==> config.mk <==
export PLATFORM = sky130hd
export DESIGN_NAME = dict_algo_handshake_unit_flat
export DESIGN_NICKNAME = d
export VERILOG_FILES = /design/src/sv/dah_pkg.sv /design/src/sv/dah_if.sv /design/src/sv/dict_algo_handshake_unit.sv /design/src/sv/dah_step.sv /design/src/flat_wrapper.sv
export SDC_FILE = /design/constraint.sdc
export NUM_CORES = 1
export LEC_CHECK = 0
export BUFFER_PORTS_ARGS = -buffer_cell sky130_fd_sc_hd__clkbuf_2
export CAP_MARGIN = 0
export CORE_AREA = 2 2 235 237
export CTS_CLUSTER_DIAMETER = 200
export DETAILED_ROUTE_END_ITERATION = 10
export DIE_AREA = 0 0 237 239
export GPL_TIMING_DRIVEN = 0
export PLACE_DENSITY_LB_ADDON = 0.25
export SYNTH_ARGS = -nofsm -noshare
export SYNTH_HDL_FRONTEND = slang
export SYNTH_SLANG_ARGS = --single-unit
==> constraint.sdc <==
create_clock -name clk_i -period 14.35 [get_ports clk_i]
set_clock_uncertainty 0.2 [all_clocks]
set_input_delay 4.305 -clock clk_i [delete_from_list [all_inputs] [get_ports clk_i]]
set_output_delay 4.305 -clock clk_i [all_outputs]
set_load 0.05 [all_outputs]
==> src/sv/dah_pkg.sv <==
// types, codes and helpers for the dictionary and algorithm handshake
`default_nettype none

package dah_pkg;

  localparam int unsigned EpochW    = 64;
  localparam int unsigned HdrW      = 2;
  localparam int unsigned AlgoMaskW = 3;
  localparam int unsigned AlgoIdxW  = 2;

  localparam logic [AlgoMaskW-1:0] LocalAlgosReset = AlgoMaskW'(1);

  typedef enum logic [1:0] {
    ActAnnounce = 2'd0,
    ActSetAlgos = 2'd1,
    ActConsume  = 2'd2,
    ActProduce  = 2'd3
  } act_e;

  typedef enum logic [HdrW-1:0] {
    HdrNone   = 2'd0,
    HdrUpdate = 2'd1,
    HdrCommit = 2'd2
  } hdr_e;

  // pending flags of both directions
  typedef struct packed {
    logic send_update;
    logic send_commit;
    logic recv_update;
    logic recv_commit;
  } pend_t;

  // index of the highest set bit among the first count algorithms, raw if none
  function automatic logic [AlgoIdxW-1:0] algo_pick(logic [AlgoMaskW-1:0] set,
                                                    int unsigned count);
    logic [AlgoIdxW-1:0] idx;
    idx = '0;
    for (int unsigned i = 0; i < AlgoMaskW; i++) begin
      if (i < count && set[i]) begin
        idx = AlgoIdxW'(i);
      end
    end
    return idx;
  endfunction

endpackage

`default_nettype wire

==> src/sv/dah_if.sv <==
// item channel interfaces: incoming events and outgoing results
`default_nettype none

interface dah_in_if
  import dah_pkg::*;
#(
  parameter int unsigned DICT_HANDLE_BITS = 16
);
  logic                        valid;
  logic                        ready;
  logic [1:0]                  action;
  logic [DICT_HANDLE_BITS-1:0] dict_handle;
  logic [AlgoMaskW-1:0]        algo_mask;
  logic [HdrW-1:0]             rx_sender_header;
  logic [EpochW-1:0]           rx_sender_epoch;
  logic [DICT_HANDLE_BITS-1:0] rx_sender_dict;
  logic [HdrW-1:0]             rx_receiver_header;
  logic [EpochW-1:0]           rx_receiver_epoch;
  logic [DICT_HANDLE_BITS-1:0] rx_receiver_dict;
  logic [AlgoMaskW-1:0]        rx_receiver_algos;

  modport source (
    output valid, action, dict_handle, algo_mask, rx_sender_header, rx_sender_epoch,
           rx_sender_dict, rx_receiver_header, rx_receiver_epoch, rx_receiver_dict,
           rx_receiver_algos,
    input  ready
  );

  modport sink (
    input  valid, action, dict_handle, algo_mask, rx_sender_header, rx_sender_epoch,
           rx_sender_dict, rx_receiver_header, rx_receiver_epoch, rx_receiver_dict,
           rx_receiver_algos,
    output ready
  );
endinterface

interface dah_out_if
  import dah_pkg::*;
#(
  parameter int unsigned DICT_HANDLE_BITS = 16
);
  logic                        valid;
  logic                        ready;
  logic                        frame_valid;
  logic [HdrW-1:0]             tx_sender_header;
  logic [EpochW-1:0]           tx_sender_epoch;
  logic [DICT_HANDLE_BITS-1:0] tx_sender_dict;
  logic [HdrW-1:0]             tx_receiver_header;
  logic [EpochW-1:0]           tx_receiver_epoch;
  logic [DICT_HANDLE_BITS-1:0] tx_receiver_dict;
  logic [AlgoMaskW-1:0]        tx_receiver_algos;
  logic [AlgoIdxW-1:0]         current_sender_algo;
  logic [DICT_HANDLE_BITS-1:0] current_sender_dict;
  logic [DICT_HANDLE_BITS-1:0] current_receiver_dict;
  logic                        needs_progress;

  modport source (
    output valid, frame_valid, tx_sender_header, tx_sender_epoch, tx_sender_dict,
           tx_receiver_header, tx_receiver_epoch, tx_receiver_dict, tx_receiver_algos,
           current_sender_algo, current_sender_dict, current_receiver_dict,
           needs_progress,
    input  ready
  );

  modport sink (
    input  valid, frame_valid, tx_sender_header, tx_sender_epoch, tx_sender_dict,
           tx_receiver_header, tx_receiver_epoch, tx_receiver_dict, tx_receiver_algos,
           current_sender_algo, current_sender_dict, current_receiver_dict,
           needs_progress,
    output ready
  );
endinterface

`default_nettype wire

==> src/sv/dict_algo_handshake_unit.sv <==
// top level of the dictionary and algorithm handshake: event register, step logic, result register
// path: event register, step logic, result register; a held result stalls the step
// throughput: one event per cycle while the sink is ready; state updates in the step logic
// a result held by a stalled sink lets one more event wait in the event register
// reset: asynchronous, clears valid flags, epochs, pending flags and handles; local set is raw only
`default_nettype none

module dict_algo_handshake_unit
  import dah_pkg::*;
#(
  parameter int unsigned DICT_HANDLE_BITS = 16,
  parameter int unsigned ALGO_COUNT       = 3
) (
  input  wire logic  clk_i,
  input  wire logic  rst_ni,
  dah_in_if.sink     in_i,
  dah_out_if.source  out_o
);

  // ---------------------------------------------------------------------------
  // event register
  // ---------------------------------------------------------------------------
  logic                        ev_valid_q;
  logic [1:0]                  ev_action_q;
  logic [DICT_HANDLE_BITS-1:0] ev_dict_q;
  logic [AlgoMaskW-1:0]        ev_algo_mask_q;
  logic [HdrW-1:0]             ev_s_hdr_q;
  logic [EpochW-1:0]           ev_s_epoch_q;
  logic [DICT_HANDLE_BITS-1:0] ev_s_dict_q;
  logic [HdrW-1:0]             ev_r_hdr_q;
  logic [EpochW-1:0]           ev_r_epoch_q;
  logic [DICT_HANDLE_BITS-1:0] ev_r_dict_q;
  logic [AlgoMaskW-1:0]        ev_r_algos_q;

  logic in_fire;
  logic step_fire;   // registered event is applied to state and result this cycle
  logic res_valid_q;

  // the event moves on whenever the result register is free or being emptied
  assign step_fire  = ev_valid_q & (~res_valid_q | out_o.ready);
  assign in_i.ready = ~ev_valid_q | step_fire;
  assign in_fire    = in_i.valid & in_i.ready;

  always_ff @(posedge clk_i or negedge rst_ni) begin
    if (!rst_ni) begin
      ev_valid_q <= 1'b0;
    end else if (in_i.ready) begin
      ev_valid_q <= in_i.valid;
    end
  end

  // payload needs no reset
  always_ff @(posedge clk_i) begin
    if (in_fire) begin
      ev_action_q    <= in_i.action;
      ev_dict_q      <= in_i.dict_handle;
      ev_algo_mask_q <= in_i.algo_mask;
      ev_s_hdr_q     <= in_i.rx_sender_header;
      ev_s_epoch_q   <= in_i.rx_sender_epoch;
      ev_s_dict_q    <= in_i.rx_sender_dict;
      ev_r_hdr_q     <= in_i.rx_receiver_header;
      ev_r_epoch_q   <= in_i.rx_receiver_epoch;
      ev_r_dict_q    <= in_i.rx_receiver_dict;
      ev_r_algos_q   <= in_i.rx_receiver_algos;
    end
  end

  // ---------------------------------------------------------------------------
  // handshake state
  // ---------------------------------------------------------------------------
  logic [EpochW-1:0]           send_epoch_q, send_epoch_d;
  logic [EpochW-1:0]           recv_epoch_q, recv_epoch_d;
  pend_t                       pend_q, pend_d;
  logic [DICT_HANDLE_BITS-1:0] send_recent_q, send_recent_d;
  logic [DICT_HANDLE_BITS-1:0] send_cmt_q, send_cmt_d;
  logic [DICT_HANDLE_BITS-1:0] send_cur_q, send_cur_d;
  logic [DICT_HANDLE_BITS-1:0] recv_recent_q, recv_recent_d;
  logic [DICT_HANDLE_BITS-1:0] recv_cmt_q, recv_cmt_d;
  logic [DICT_HANDLE_BITS-1:0] recv_cur_q, recv_cur_d;
  logic [AlgoIdxW-1:0]         send_cur_algo_q, send_cur_algo_d;
  logic [AlgoIdxW-1:0]         send_cmt_algo_q, send_cmt_algo_d;
  logic [AlgoMaskW-1:0]        local_algos_q, local_algos_d;

  // step results, straight from the logic
  logic                        st_frame_valid;
  logic [HdrW-1:0]             st_s_hdr;
  logic [EpochW-1:0]           st_s_epoch;
  logic [DICT_HANDLE_BITS-1:0] st_s_dict;
  logic [HdrW-1:0]             st_r_hdr;
  logic [EpochW-1:0]           st_r_epoch;
  logic [DICT_HANDLE_BITS-1:0] st_r_dict;
  logic [AlgoMaskW-1:0]        st_r_algos;
  logic                        st_progress;

  dah_step #(
    .DICT_HANDLE_BITS (DICT_HANDLE_BITS),
    .ALGO_COUNT       (ALGO_COUNT)
  ) u_step (
    .action_i             (ev_action_q),
    .dict_handle_i        (ev_dict_q),
    .algo_mask_i          (ev_algo_mask_q),
    .rx_sender_header_i   (ev_s_hdr_q),
    .rx_sender_epoch_i    (ev_s_epoch_q),
    .rx_sender_dict_i     (ev_s_dict_q),
    .rx_receiver_header_i (ev_r_hdr_q),
    .rx_receiver_epoch_i  (ev_r_epoch_q),
    .rx_receiver_dict_i   (ev_r_dict_q),
    .rx_receiver_algos_i  (ev_r_algos_q),
    .send_epoch_i         (send_epoch_q),
    .recv_epoch_i         (recv_epoch_q),
    .pend_i               (pend_q),
    .send_recent_i        (send_recent_q),
    .send_committed_i     (send_cmt_q),
    .send_current_i       (send_cur_q),
    .recv_recent_i        (recv_recent_q),
    .recv_committed_i     (recv_cmt_q),
    .recv_current_i       (recv_cur_q),
    .send_cur_algo_i      (send_cur_algo_q),
    .send_cmt_algo_i      (send_cmt_algo_q),
    .local_algos_i        (local_algos_q),
    .send_epoch_o         (send_epoch_d),
    .recv_epoch_o         (recv_epoch_d),
    .pend_o               (pend_d),
    .send_recent_o        (send_recent_d),
    .send_committed_o     (send_cmt_d),
    .send_current_o       (send_cur_d),
    .recv_recent_o        (recv_recent_d),
    .recv_committed_o     (recv_cmt_d),
    .recv_current_o       (recv_cur_d),
    .send_cur_algo_o      (send_cur_algo_d),
    .send_cmt_algo_o      (send_cmt_algo_d),
    .local_algos_o        (local_algos_d),
    .frame_valid_o        (st_frame_valid),
    .tx_sender_header_o   (st_s_hdr),
    .tx_sender_epoch_o    (st_s_epoch),
    .tx_sender_dict_o     (st_s_dict),
    .tx_receiver_header_o (st_r_hdr),
    .tx_receiver_epoch_o  (st_r_epoch),
    .tx_receiver_dict_o   (st_r_dict),
    .tx_receiver_algos_o  (st_r_algos),
    .needs_progress_o     (st_progress)
  );

  // state moves only when an event is applied
  always_ff @(posedge clk_i or negedge rst_ni) begin
    if (!rst_ni) begin
      send_epoch_q    <= '0;
      recv_epoch_q    <= '0;
      pend_q          <= '0;
      send_recent_q   <= '0;
      send_cmt_q      <= '0;
      send_cur_q      <= '0;
      recv_recent_q   <= '0;
      recv_cmt_q      <= '0;
      recv_cur_q      <= '0;
      send_cur_algo_q <= '0;
      send_cmt_algo_q <= '0;
      local_algos_q   <= LocalAlgosReset;
    end else if (step_fire) begin
      send_epoch_q    <= send_epoch_d;
      recv_epoch_q    <= recv_epoch_d;
      pend_q          <= pend_d;
      send_recent_q   <= send_recent_d;
      send_cmt_q      <= send_cmt_d;
      send_cur_q      <= send_cur_d;
      recv_recent_q   <= recv_recent_d;
      recv_cmt_q      <= recv_cmt_d;
      recv_cur_q      <= recv_cur_d;
      send_cur_algo_q <= send_cur_algo_d;
      send_cmt_algo_q <= send_cmt_algo_d;
      local_algos_q   <= local_algos_d;
    end
  end

  // ---------------------------------------------------------------------------
  // result register
  // ---------------------------------------------------------------------------
  logic                        res_valid_d;
  logic                        res_frame_q;
  logic [HdrW-1:0]             res_s_hdr_q;
  logic [EpochW-1:0]           res_s_epoch_q;
  logic [DICT_HANDLE_BITS-1:0] res_s_dict_q;
  logic [HdrW-1:0]             res_r_hdr_q;
  logic [EpochW-1:0]           res_r_epoch_q;
  logic [DICT_HANDLE_BITS-1:0] res_r_dict_q;
  logic [AlgoMaskW-1:0]        res_r_algos_q;
  logic [AlgoIdxW-1:0]         res_cur_algo_q;
  logic [DICT_HANDLE_BITS-1:0] res_cur_send_q;
  logic [DICT_HANDLE_BITS-1:0] res_cur_recv_q;
  logic                        res_progress_q;

  always_comb begin
    if (step_fire) begin
      res_valid_d = 1'b1;
    end else if (out_o.ready) begin
      res_valid_d = 1'b0;
    end else begin
      res_valid_d = res_valid_q;
    end
  end

  always_ff @(posedge clk_i or negedge rst_ni) begin
    if (!rst_ni) begin
      res_valid_q <= 1'b0;
    end else begin
      res_valid_q <= res_valid_d;
    end
  end

  // current handles and algorithm are the values after the step
  always_ff @(posedge clk_i) begin
    if (step_fire) begin
      res_frame_q    <= st_frame_valid;
      res_s_hdr_q    <= st_s_hdr;
      res_s_epoch_q  <= st_s_epoch;
      res_s_dict_q   <= st_s_dict;
      res_r_hdr_q    <= st_r_hdr;
      res_r_epoch_q  <= st_r_epoch;
      res_r_dict_q   <= st_r_dict;
      res_r_algos_q  <= st_r_algos;
      res_cur_algo_q <= send_cur_algo_d;
      res_cur_send_q <= send_cur_d;
      res_cur_recv_q <= recv_cur_d;
      res_progress_q <= st_progress;
    end
  end

  assign out_o.valid                 = res_valid_q;
  assign out_o.frame_valid           = res_frame_q;
  assign out_o.tx_sender_header      = res_s_hdr_q;
  assign out_o.tx_sender_epoch       = res_s_epoch_q;
  assign out_o.tx_sender_dict        = res_s_dict_q;
  assign out_o.tx_receiver_header    = res_r_hdr_q;
  assign out_o.tx_receiver_epoch     = res_r_epoch_q;
  assign out_o.tx_receiver_dict      = res_r_dict_q;
  assign out_o.tx_receiver_algos     = res_r_algos_q;
  assign out_o.current_sender_algo   = res_cur_algo_q;
  assign out_o.current_sender_dict   = res_cur_send_q;
  assign out_o.current_receiver_dict = res_cur_recv_q;
  assign out_o.needs_progress        = res_progress_q;

  // ---------------------------------------------------------------------------
  // assertions
  // ---------------------------------------------------------------------------

  // no state change without an applied event
  a_state_hold: assert property (@(posedge clk_i) disable iff (!rst_ni)
    !step_fire |=> ($stable(send_epoch_q) && $stable(recv_epoch_q) && $stable(pend_q)))
    else $error("handshake state changed without an event");

  // an empty result register never blocks the input
  a_ready_free: assert property (@(posedge clk_i) disable iff (!rst_ni)
    !res_valid_q |-> in_i.ready)
    else $error("input stalled while result register is empty");

  // produce with nothing pending yields no frame
  a_idle_produce: assert property (@(posedge clk_i) disable iff (!rst_ni)
    (step_fire && ev_action_q == ActProduce && pend_q == '0) |=> !res_frame_q)
    else $error("frame produced with nothing pending");

  // a frame and a progress request never come from the same event
  a_frame_prog: assert property (@(posedge clk_i) disable iff (!rst_ni)
    (res_valid_q && res_progress_q) |-> !res_frame_q)
    else $error("progress requested by a produce event");

endmodule

`default_nettype wire

==> src/sv/dah_step.sv <==
// next-state and result logic for one handshake event
`default_nettype none

module dah_step
  import dah_pkg::*;
#(
  parameter int unsigned DICT_HANDLE_BITS = 16,
  parameter int unsigned ALGO_COUNT       = 3
) (
  // registered event
  input  wire logic [1:0]                  action_i,
  input  wire logic [DICT_HANDLE_BITS-1:0] dict_handle_i,
  input  wire logic [AlgoMaskW-1:0]        algo_mask_i,
  input  wire logic [HdrW-1:0]             rx_sender_header_i,
  input  wire logic [EpochW-1:0]           rx_sender_epoch_i,
  input  wire logic [DICT_HANDLE_BITS-1:0] rx_sender_dict_i,
  input  wire logic [HdrW-1:0]             rx_receiver_header_i,
  input  wire logic [EpochW-1:0]           rx_receiver_epoch_i,
  input  wire logic [DICT_HANDLE_BITS-1:0] rx_receiver_dict_i,
  input  wire logic [AlgoMaskW-1:0]        rx_receiver_algos_i,
  // present state
  input  wire logic [EpochW-1:0]           send_epoch_i,
  input  wire logic [EpochW-1:0]           recv_epoch_i,
  input  wire pend_t                       pend_i,
  input  wire logic [DICT_HANDLE_BITS-1:0] send_recent_i,
  input  wire logic [DICT_HANDLE_BITS-1:0] send_committed_i,
  input  wire logic [DICT_HANDLE_BITS-1:0] send_current_i,
  input  wire logic [DICT_HANDLE_BITS-1:0] recv_recent_i,
  input  wire logic [DICT_HANDLE_BITS-1:0] recv_committed_i,
  input  wire logic [DICT_HANDLE_BITS-1:0] recv_current_i,
  input  wire logic [AlgoIdxW-1:0]         send_cur_algo_i,
  input  wire logic [AlgoIdxW-1:0]         send_cmt_algo_i,
  input  wire logic [AlgoMaskW-1:0]        local_algos_i,
  // next state
  output logic [EpochW-1:0]                send_epoch_o,
  output logic [EpochW-1:0]                recv_epoch_o,
  output pend_t                            pend_o,
  output logic [DICT_HANDLE_BITS-1:0]      send_recent_o,
  output logic [DICT_HANDLE_BITS-1:0]      send_committed_o,
  output logic [DICT_HANDLE_BITS-1:0]      send_current_o,
  output logic [DICT_HANDLE_BITS-1:0]      recv_recent_o,
  output logic [DICT_HANDLE_BITS-1:0]      recv_committed_o,
  output logic [DICT_HANDLE_BITS-1:0]      recv_current_o,
  output logic [AlgoIdxW-1:0]              send_cur_algo_o,
  output logic [AlgoIdxW-1:0]              send_cmt_algo_o,
  output logic [AlgoMaskW-1:0]             local_algos_o,
  // result item
  output logic                             frame_valid_o,
  output logic [HdrW-1:0]                  tx_sender_header_o,
  output logic [EpochW-1:0]                tx_sender_epoch_o,
  output logic [DICT_HANDLE_BITS-1:0]      tx_sender_dict_o,
  output logic [HdrW-1:0]                  tx_receiver_header_o,
  output logic [EpochW-1:0]                tx_receiver_epoch_o,
  output logic [DICT_HANDLE_BITS-1:0]      tx_receiver_dict_o,
  output logic [AlgoMaskW-1:0]             tx_receiver_algos_o,
  output logic                             needs_progress_o
);

  logic [EpochW-1:0] send_epoch_inc;

  assign send_epoch_inc = send_epoch_i + EpochW'(1);

  always_comb begin
    send_epoch_o         = send_epoch_i;
    recv_epoch_o         = recv_epoch_i;
    pend_o               = pend_i;
    send_recent_o        = send_recent_i;
    send_committed_o     = send_committed_i;
    send_current_o       = send_current_i;
    recv_recent_o        = recv_recent_i;
    recv_committed_o     = recv_committed_i;
    recv_current_o       = recv_current_i;
    send_cur_algo_o      = send_cur_algo_i;
    send_cmt_algo_o      = send_cmt_algo_i;
    local_algos_o        = local_algos_i;
    frame_valid_o        = 1'b0;
    tx_sender_header_o   = HdrNone;
    tx_sender_epoch_o    = '0;
    tx_sender_dict_o     = '0;
    tx_receiver_header_o = HdrNone;
    tx_receiver_epoch_o  = '0;
    tx_receiver_dict_o   = '0;
    tx_receiver_algos_o  = '0;
    needs_progress_o     = 1'b0;

    case (act_e'(action_i))
      ActAnnounce: begin
        send_recent_o      = dict_handle_i;
        send_epoch_o       = send_epoch_inc;
        pend_o.send_update = 1'b1;
        pend_o.send_commit = 1'b0;
        recv_recent_o      = dict_handle_i;
        pend_o.recv_update = 1'b1;
        pend_o.recv_commit = 1'b0;
        needs_progress_o   = 1'b1;
      end
      ActSetAlgos: begin
        local_algos_o      = algo_mask_i;
        send_epoch_o       = send_epoch_inc;
        pend_o.send_update = 1'b1;
        pend_o.send_commit = 1'b0;
        pend_o.recv_update = 1'b1;
        needs_progress_o   = 1'b1;
      end
      ActConsume: begin
        // receiver half of the frame acts on our send direction
        if (rx_receiver_header_i == HdrUpdate) begin
          send_epoch_o       = send_epoch_inc;
          pend_o.send_update = 1'b1;
          pend_o.send_commit = 1'b0;
          needs_progress_o   = 1'b1;
        end else if (rx_receiver_header_i == HdrCommit &&
                     rx_receiver_epoch_i == send_epoch_i) begin
          pend_o.send_commit = 1'b1;
          if (send_committed_i != rx_receiver_dict_i) begin
            send_committed_o = send_current_i;
          end
          send_cmt_algo_o  = algo_pick(rx_receiver_algos_i & local_algos_i, ALGO_COUNT);
          needs_progress_o = 1'b1;
        end
        // sender half acts on our receive direction
        if (rx_sender_header_i == HdrUpdate) begin
          pend_o.recv_commit = 1'b1;
          pend_o.recv_update = 1'b0;
          if (rx_sender_dict_i == recv_recent_i) begin
            recv_committed_o = recv_recent_i;
          end
          recv_epoch_o     = rx_sender_epoch_i;
          needs_progress_o = 1'b1;
        end else if (rx_sender_header_i == HdrCommit) begin
          if (rx_sender_dict_i == recv_committed_i) begin
            recv_current_o = recv_committed_i;
          end
        end
      end
      ActProduce: begin
        frame_valid_o = pend_i.send_update | pend_i.send_commit |
                        pend_i.recv_update | pend_i.recv_commit;
        // a pending commit goes first, an update waits for the next frame
        if (pend_i.send_commit) begin
          pend_o.send_commit = 1'b0;
          send_current_o     = send_committed_i;
          send_cur_algo_o    = send_cmt_algo_i;
          tx_sender_header_o = HdrCommit;
          tx_sender_epoch_o  = send_epoch_i;
          tx_sender_dict_o   = send_committed_i;
        end else if (pend_i.send_update) begin
          pend_o.send_update = 1'b0;
          send_committed_o   = send_recent_i;
          tx_sender_header_o = HdrUpdate;
          tx_sender_epoch_o  = send_epoch_i;
          tx_sender_dict_o   = send_recent_i;
        end
        if (pend_i.recv_commit) begin
          pend_o.recv_commit   = 1'b0;
          tx_receiver_header_o = HdrCommit;
          tx_receiver_epoch_o  = recv_epoch_i;
          tx_receiver_dict_o   = recv_committed_i;
          tx_receiver_algos_o  = local_algos_i;
        end else if (pend_i.recv_update) begin
          pend_o.recv_update   = 1'b0;
          tx_receiver_header_o = HdrUpdate;
          tx_receiver_epoch_o  = recv_epoch_i;
          tx_receiver_dict_o   = recv_recent_i;
          tx_receiver_algos_o  = local_algos_i;
        end
      end
      default: begin
      end
    endcase
  end

endmodule

`default_nettype wire

==> src/flat_wrapper.sv <==
// flat-port wrapper written by rule: the top's interface ports become plain ports
module dict_algo_handshake_unit_flat import dah_pkg::*;
#(
  parameter int unsigned DICT_HANDLE_BITS = 16,
  parameter int unsigned ALGO_COUNT       = 3
)
  (clk_i, rst_ni, in_i_valid, in_i_action, in_i_dict_handle, in_i_algo_mask, in_i_rx_sender_header, in_i_rx_sender_epoch, in_i_rx_sender_dict, in_i_rx_receiver_header, in_i_rx_receiver_epoch, in_i_rx_receiver_dict, in_i_rx_receiver_algos, in_i_ready, out_o_valid, out_o_frame_valid, out_o_tx_sender_header, out_o_tx_sender_epoch, out_o_tx_sender_dict, out_o_tx_receiver_header, out_o_tx_receiver_epoch, out_o_tx_receiver_dict, out_o_tx_receiver_algos, out_o_current_sender_algo, out_o_current_sender_dict, out_o_current_receiver_dict, out_o_needs_progress, out_o_ready);
  dah_in_if #(.DICT_HANDLE_BITS(DICT_HANDLE_BITS)) in_i_i ();
  dah_out_if #(.DICT_HANDLE_BITS(DICT_HANDLE_BITS)) out_o_i ();
  input  wire logic clk_i;
  input  wire logic rst_ni;
  input wire logic [$bits(in_i_i.valid)-1:0] in_i_valid;
  input wire logic [$bits(in_i_i.action)-1:0] in_i_action;
  input wire logic [$bits(in_i_i.dict_handle)-1:0] in_i_dict_handle;
  input wire logic [$bits(in_i_i.algo_mask)-1:0] in_i_algo_mask;
  input wire logic [$bits(in_i_i.rx_sender_header)-1:0] in_i_rx_sender_header;
  input wire logic [$bits(in_i_i.rx_sender_epoch)-1:0] in_i_rx_sender_epoch;
  input wire logic [$bits(in_i_i.rx_sender_dict)-1:0] in_i_rx_sender_dict;
  input wire logic [$bits(in_i_i.rx_receiver_header)-1:0] in_i_rx_receiver_header;
  input wire logic [$bits(in_i_i.rx_receiver_epoch)-1:0] in_i_rx_receiver_epoch;
  input wire logic [$bits(in_i_i.rx_receiver_dict)-1:0] in_i_rx_receiver_dict;
  input wire logic [$bits(in_i_i.rx_receiver_algos)-1:0] in_i_rx_receiver_algos;
  output wire logic [$bits(in_i_i.ready)-1:0] in_i_ready;
  output wire logic [$bits(out_o_i.valid)-1:0] out_o_valid;
  output wire logic [$bits(out_o_i.frame_valid)-1:0] out_o_frame_valid;
  output wire logic [$bits(out_o_i.tx_sender_header)-1:0] out_o_tx_sender_header;
  output wire logic [$bits(out_o_i.tx_sender_epoch)-1:0] out_o_tx_sender_epoch;
  output wire logic [$bits(out_o_i.tx_sender_dict)-1:0] out_o_tx_sender_dict;
  output wire logic [$bits(out_o_i.tx_receiver_header)-1:0] out_o_tx_receiver_header;
  output wire logic [$bits(out_o_i.tx_receiver_epoch)-1:0] out_o_tx_receiver_epoch;
  output wire logic [$bits(out_o_i.tx_receiver_dict)-1:0] out_o_tx_receiver_dict;
  output wire logic [$bits(out_o_i.tx_receiver_algos)-1:0] out_o_tx_receiver_algos;
  output wire logic [$bits(out_o_i.current_sender_algo)-1:0] out_o_current_sender_algo;
  output wire logic [$bits(out_o_i.current_sender_dict)-1:0] out_o_current_sender_dict;
  output wire logic [$bits(out_o_i.current_receiver_dict)-1:0] out_o_current_receiver_dict;
  output wire logic [$bits(out_o_i.needs_progress)-1:0] out_o_needs_progress;
  input wire logic [$bits(out_o_i.ready)-1:0] out_o_ready;
  assign in_i_i.valid = in_i_valid;
  assign in_i_i.action = in_i_action;
  assign in_i_i.dict_handle = in_i_dict_handle;
  assign in_i_i.algo_mask = in_i_algo_mask;
  assign in_i_i.rx_sender_header = in_i_rx_sender_header;
  assign in_i_i.rx_sender_epoch = in_i_rx_sender_epoch;
  assign in_i_i.rx_sender_dict = in_i_rx_sender_dict;
  assign in_i_i.rx_receiver_header = in_i_rx_receiver_header;
  assign in_i_i.rx_receiver_epoch = in_i_rx_receiver_epoch;
  assign in_i_i.rx_receiver_dict = in_i_rx_receiver_dict;
  assign in_i_i.rx_receiver_algos = in_i_rx_receiver_algos;
  assign in_i_ready = in_i_i.ready;
  assign out_o_valid = out_o_i.valid;
  assign out_o_frame_valid = out_o_i.frame_valid;
  assign out_o_tx_sender_header = out_o_i.tx_sender_header;
  assign out_o_tx_sender_epoch = out_o_i.tx_sender_epoch;
  assign out_o_tx_sender_dict = out_o_i.tx_sender_dict;
  assign out_o_tx_receiver_header = out_o_i.tx_receiver_header;
  assign out_o_tx_receiver_epoch = out_o_i.tx_receiver_epoch;
  assign out_o_tx_receiver_dict = out_o_i.tx_receiver_dict;
  assign out_o_tx_receiver_algos = out_o_i.tx_receiver_algos;
  assign out_o_current_sender_algo = out_o_i.current_sender_algo;
  assign out_o_current_sender_dict = out_o_i.current_sender_dict;
  assign out_o_current_receiver_dict = out_o_i.current_receiver_dict;
  assign out_o_needs_progress = out_o_i.needs_progress;
  assign out_o_i.ready = out_o_ready;
  dict_algo_handshake_unit #(.DICT_HANDLE_BITS(DICT_HANDLE_BITS), .ALGO_COUNT(ALGO_COUNT)) u_core (.clk_i(clk_i), .rst_ni(rst_ni), .in_i(in_i_i), .out_o(out_o_i));
endmodule
==> impl_metrics.ini, run 1 <==
[worst_hold_path]
hold_path_depth = 1
hp-class = reg -> reg

[yosys]
synth_area_leaders = edfxtp_1, dfrtp_1, mux2_2, and2_1, xnor2_1
synth_cell_type_count = 54
yosys.area.top_type = edfxtp_1
ys_warn_count = 0
synth_enable_flop_cells = 390
syn_nets = 1774
netlist_instances = 1576
synthFlopType = edfxtp_1
synth_top_area_share_pct = 48.6
async_flop_share_pct = 36.2
ys_seq_area_share_pct = 71.6
ys_ff_latch = 611
avgSynthCellArea_um2 = 15.3
netlist_area_mm2 = 0.0241

[final_layout]
area_delta_synth_final_pct = 21.7
fin_cells = 2808
design_area_mm2 = 0.0293
utilization_pct = 54.0
nets = 2247
layout_common_cells = clkbuf_2, edfxtp_1, dfrtp_1
layout-drive-gt1-share_pct = 32.2
layout_commonest_cell = clkbuf_2

[floorplan]
coreArea_mm2 = 0.0543
fp.dieW_um = 237
rows = 86
io_pins = 397
fp.dieArea_mm2 = 0.0566
start_util_pct = 44.3
die_h_um = 239

[flow_run]
cap_violations = 0

[critical_path]
end_kind = primary output
cp_data_arrival_time_ps = 5090
critPathMaxFanout = 3
crit_path_start_kind = input pin
rrSetupSlack_ps = 10510
critPathMostFrequentCell = clkbuf_2
worst_path_largest_cell_delay_ps = 320
path_delay_family = buffers and inverters
required_ps = 9840
path_depth = 4
ff2ff_path_depth = 8
crit_type = in -> out
worst-path-buf-inv = 2
cp_slowest_cell = clkbuf_2
crit_path_cell_trace = clkbuf_2, nor2b_1, nand2_1, clkbuf_2

[drt]
via_per_inst = 5.07
drc_errors = 0
dr.pass1.iters = 5
ant_nets = 0
wl_per_cell_um = 21.3
initialDrtViolationCount = 850
wirelength_mm = 59.9
dr_total_vias = 14200

[sta]
final_hold_viol_count = 0
worst_slew_pin_slew_ps = 1100
min_period_ps = 9600
maxSlewHeadroom_pct = 25.9
fin_tns_setup_ps = 0
fin_crit_sh_pct = 66.9
timing.hold.ws_ps = 272
setup_violations = 0
fmax_ghz = 0.104
setup_ws_ps = 4750
slew_viol_final = 0
rsz0062_at_grt = false

[clock_tree]
post_cts_resized = 0
cts_root_buf = clkbuf_16
clock_latency_ps = 590
numCtsBuffers = 67
cts_sinks = 611
clockBufferDepth = 3
htree_levels = 3
postCtsSetupRepairBufs = 0
hold_buffers = 0
tritoncts = built
clk_pin_slew_ps = 60

[power]
leakage_nw = 12.3
powerDensity_mw_per_mm2 = 148
power_mw = 4.35
vdd_ir_drop_max_uv = 109

[grt]
grt_pass1_wl_mm = 89.4
grt_usage_pct = 21.3
grt_start_max_net_pins = 104
grt_pass1_vias = 14800
antenna_found_initial = 8
gr-total-overflow = 0

[placement]
place_ws_ps = 4740
dp_hpwl_mm = 43.9
dp.cells = 2684
placed_area_mm2 = 0.0272
gp_congestion = 0.882
portBuffers = 395

[outcome]
status = finished clean
final timing paths:
check	from	endpoint
setup / recovery	out_o_ready	in_i_ready
hold / removal	u_core.ev_dict_q[5]$_DFFE_PP_	u_core.recv_recent_q[5]$_DFFE_PN0P_
setup reg to reg	u_core.ev_action_q[0]$_DFFE_PP_	u_core.send_epoch_q[30]$_DFFE_PN0P_
hold reg to reg	u_core.ev_dict_q[5]$_DFFE_PP_	u_core.recv_recent_q[5]$_DFFE_PN0P_
max in group asynchronous	rst_ni	u_core.recv_cur_q[8]$_DFFE_PN0P_
min in group asynchronous	rst_ni	u_core.recv_epoch_q[16]$_DFFE_PN0P_
state kept, by name, summed over array words and instances, names as in the netlist, 64 cells and up:
register,flops
u_core.ev_r_epoch_q,64
u_core.ev_s_epoch_q,64
u_core.out_o.tx_receiver_epoch,64
u_core.out_o.tx_sender_epoch,64
u_core.recv_epoch_q,64
u_core.send_epoch_q,64
layer usage:
metal | track usage [%] | vias to the layer above | wire, um | share of wire (%)
li1 | - | 6626 | - | -
met1 | 27.9 | 7104 | 25600 | 43
met2 | 33.4 | 387 | 28200 | 47
met3 | 7.12 | 118 | 4520 | 7.5
met4 | 7.08 | 8 | 1610 | 2.7
met5 | 0 | - | 45 | 0.075
synthesized netlist by cell type (13+ instances only):
cell type / n
a22o_1: 32
and2_1: 134
clkbuf_1: 51
dfrtp_1: 220
edfxtp_1: 390
inv_1: 21
mux2_2: 154
nand2_1: 147
nand2b_1: 13
nand3_1: 26
nand4_1: 35
nor2_1: 28
nor2b_1: 29
nor3_1: 18
nor4_1: 29
xnor2_1: 92
xor2_1: 64
worst register-to-register path, cell delays in order, from the launching register on:
cell and delay, ps:
edfxtp_1 410, inv_1 90, ha_1 200, clkbuf_1 230, a2111oi_2 940, nand4_1 320
nor3_1 920, nand4_1 240, xnor2_1 180
power by group:
| part | switching [mW] | total [mW] | internal (mW) | leakage (nW) |
|---|---|---|---|---|
| Clock | 0.678 | 1.65 | 0.975 | 1.02 |
| Combinational | 0.342 | 0.520 | 0.178 | 4.61 |
| Sequential | 0.113 | 2.18 | 2.06 | 6.68 |
cells by family (layout without fill, tap and decap cells):
kind of cell / after synthesis / in the layout / share of synthesized area [%]
flops: 611 / 611 / 71.6
buf+inv: 80 / 604 / 1.33
mux: 165 / 165 / 7.86
other cells: 0 / 4 / 0
simple gates: 500 / 500 / 11.3
compound gates: 58 / 58 / 2.00
fa+ha+maj: 6 / 6 / 0.312
xor+xnor: 156 / 156 / 5.67
cell type report:
cell class                 count  area, um2
fill                        4482      25000
sequential                   611      17200
clock inverter                26        214
multi-input combinational    885       6530
buffer                        57        239
timing repair buffer         404       2230
clock buffer                  94       1890
antenna                        4       10.0
tap                          704        881
inverter                      23       86.3
(Power assumes the default switching activity.)
==> inputs of run 2 (changes only) <==
- ABC_AREA: not set -> 1
- CORE_AREA: 2 2 235 237 -> 2 2 239 241
- DIE_AREA: 0 0 237 239 -> 0 0 241 243
- clock period: 14.35 -> 8.85 ns (I/O delays scaled with it)
==> impl_metrics.ini, run 2 <==
[power]
powerDensity_mw_per_mm2 = 272
vdd_ir_drop_max_uv = 234
leakage_nw = 13.8

[yosys]
synth_cell_type_count = 39
netlist_area_mm2 = 0.0249
synthXorXnorAreaFrac_pct = 3.38
synth_area_leaders = edfxtp_1, dfrtp_1, nand2_1, nor2_1, inv_1
synth_enable_flop_cells = 390
synth_compound_area_share_pct = 5.31
yosys.area.top_type = edfxtp_1
syn_nets = 2485
avgSynthCellArea_um2 = 10.9
async_flop_share_pct = 36.2
synth_top_area_share_pct = 47.0
synthAdderAreaFrac_pct = 0.302
synth_top_family_by_area = simple AND/OR/NAND/NOR gates
synth_most_common_cell = nand2_1
synthFlopType = edfxtp_1
ys_top_cells_by_count = nand2_1, edfxtp_1, nor2_1, inv_1, dfrtp_1
synthSimpleGateAreaFrac_pct = 15.7
ys_warn_count = 0
ys_ff_latch = 611
muxShareOfSynthArea_pct = 0
ys_seq_area_share_pct = 69.3
netlist_instances = 2287

[sta]
slew_viol_final = 0
worst_slew_pin_slew_ps = 890
final_hold_viol_count = 0
fmax_ghz = 0.165
min_period_ps = 6060
fin_crit_sh_pct = 68.4
setup_violations = 0
maxSlewHeadroom_pct = 40.7
rsz0062_at_grt = false

[drt]
wirelength_mm = 65.4
initialDrtViolationCount = 1301
dr.pass1.iters = 5
dr_total_vias = 17500
drc_errors = 0
via_per_inst = 4.92
wl_per_cell_um = 18.3
ant_nets = 0

[critical_path]
worst-path-buf-inv = 3
worstReg2RegStart = u_core.ev_action_q[0]$_DFFE_PP_
crit_path_start_kind = input pin
end_kind = primary output
crit_type = in -> out
worst_path_largest_cell_delay_ps = 300
critPathMostFrequentCell = clkbuf_2
required_ps = 6000
path_delay_family = buffers and inverters
ff2ff_path_depth = 6
critical_path.startpoint = out_o_ready
rrSetupSlack_ps = 5900
cp_slowest_cell = clkbuf_2
critPathMaxFanout = 3
cp_data_arrival_time_ps = 3200
r2r-end = u_core.out_o.frame_valid$_SDFFCE_PN0P_
crit_path_cell_trace = clkbuf_2, inv_2, nand3_1, clkbuf_2

[worst_hold_path]
hold_end = u_core.local_algos_q[0]$_DFFE_PN1P_
worstHoldStart = u_core.local_algos_q[0]$_DFFE_PN1P_
hold_path_depth = 2
hp-class = reg -> reg

[clock_tree]
clk_pin_slew_ps = 60
post_cts_resized = 0
tritoncts = built
clock_latency_ps = 610
cts_sinks = 611
hold_buffers = 0
cts_root_buf = clkbuf_16
htree_levels = 3
clockBufferDepth = 3
postCtsSetupRepairBufs = 0
numCtsBuffers = 68

[placement]
portBuffers = 395
dp.cells = 3442
gp_congestion = 0.908
dp_hpwl_mm = 47.5

[floorplan]
start_util_pct = 44.5
die_h_um = 243
coreArea_mm2 = 0.0560
fp.dieW_um = 241
fp.dieArea_mm2 = 0.0586
rows = 87
io_pins = 397

[final_layout]
nets = 2954
multi_input_comb_area_mm2 = 0.00616
fin_cells = 3566
utilization_pct = 54.0
area_delta_synth_final_pct = 21.3
layout_commonest_cell = nand2_1
diodes = 0
layout-drive-gt1-share_pct = 21.6
fillers = 4952
layout_common_cells = nand2_1, clkbuf_2, edfxtp_1
regArea_mm2 = 0.0172

[grt]
gr-total-overflow = 0
grt_pass1_vias = 17600
grt_pass1_wl_mm = 101
antenna_found_initial = 8
grt_usage_pct = 22.6
grt_start_max_net_pins = 114

[outcome]
status = finished clean

[flow_run]
cap_violations = 0
[run 2: changes by cell type in the layout (fill, tap and decap cells not counted), moves of 87 or more]
| cell | before | now |
|---|---|---|
| a21oi_1 | 0 | 87 |
| o21ai_0 | 6 | 122 |
| mux2_2 | 154 | 0 |
| nor2_1 | 28 | 326 |
| and2_1 | 133 | 0 |
| inv_1 | 21 | 283 |
| nand2_1 | 147 | 430 |
[run 2: how the worst max path moves through the flow]
stage | endpoint | slack [ps] | cells after the start
2_1_floorplan | u_core.ev_action_q[0]$_DFFE_PP_ | 1270 | 4
5_1_grt | in_i_ready | 2760 | 4
3_5_place_dp | in_i_ready | 2780 | 4
3_3_place_gp | u_core.ev_r_epoch_q[48]$_DFFE_PP_ | -550 | 5
4_1_cts | in_i_ready | 2780 | 4
6_report | in_i_ready | 2790 | 4
[run 2: per-stage QoR]
stage	setup WS, ps	power (mW)	hold WS, ps	cell area, um2	setup TNS [ps]
floorplan	1270	4.94	251	24900	0
global route	2760	8.60	311	30200	0
global placement	-547	5.44	267	27800	-93770
detailed placement	2780	5.45	275	28000	0
finish	2790	8.23	280	30200	0
CTS	2780	8.30	284	30200	0
[run 2: cells by family after synthesis]
family | after synthesis
XOR/XNOR | 96
AND/OR/NAND/NOR | 926
AO/OA/AOI/OAI | 255
flip-flops | 611
adder cells (fa/ha/maj) | 6
buffers and inverters | 393
[run 2: area by class of cell]
class,count,share of cell area (%)
repair buffers,399,6.94
inverters,325,4.06
plain buffers,68,0.957
well taps,756,3.13
flip-flops and latches,611,57.1
clock inverters,36,1.25
clock buffers,88,6.22
multi-input cells,1283,20.4
[run 2: worst register-to-register path, cell delays in order (launching register included)]
cell and delay [ps]:
edfxtp_1 450, ha_1 270, buf_2 210, o21ai_1 480, clkbuf_1 440, clkbuf_1 550, nand2_1 90
[run 2: metal layers]
metal	track usage, %	routed length (um)
met5	0	103
met3	5.72	5030
met2	36.4	31000
met4	6.75	1470
met1	30.1	27900
[run 2: where the power goes]
| part | switching, mW | total [mW] | internal, mW |
|---|---|---|---|
| clock | 1.18 | 2.84 | 1.66 |
| combinational | 1.20 | 1.57 | 0.371 |
| sequential | 0.238 | 3.82 | 3.58 |
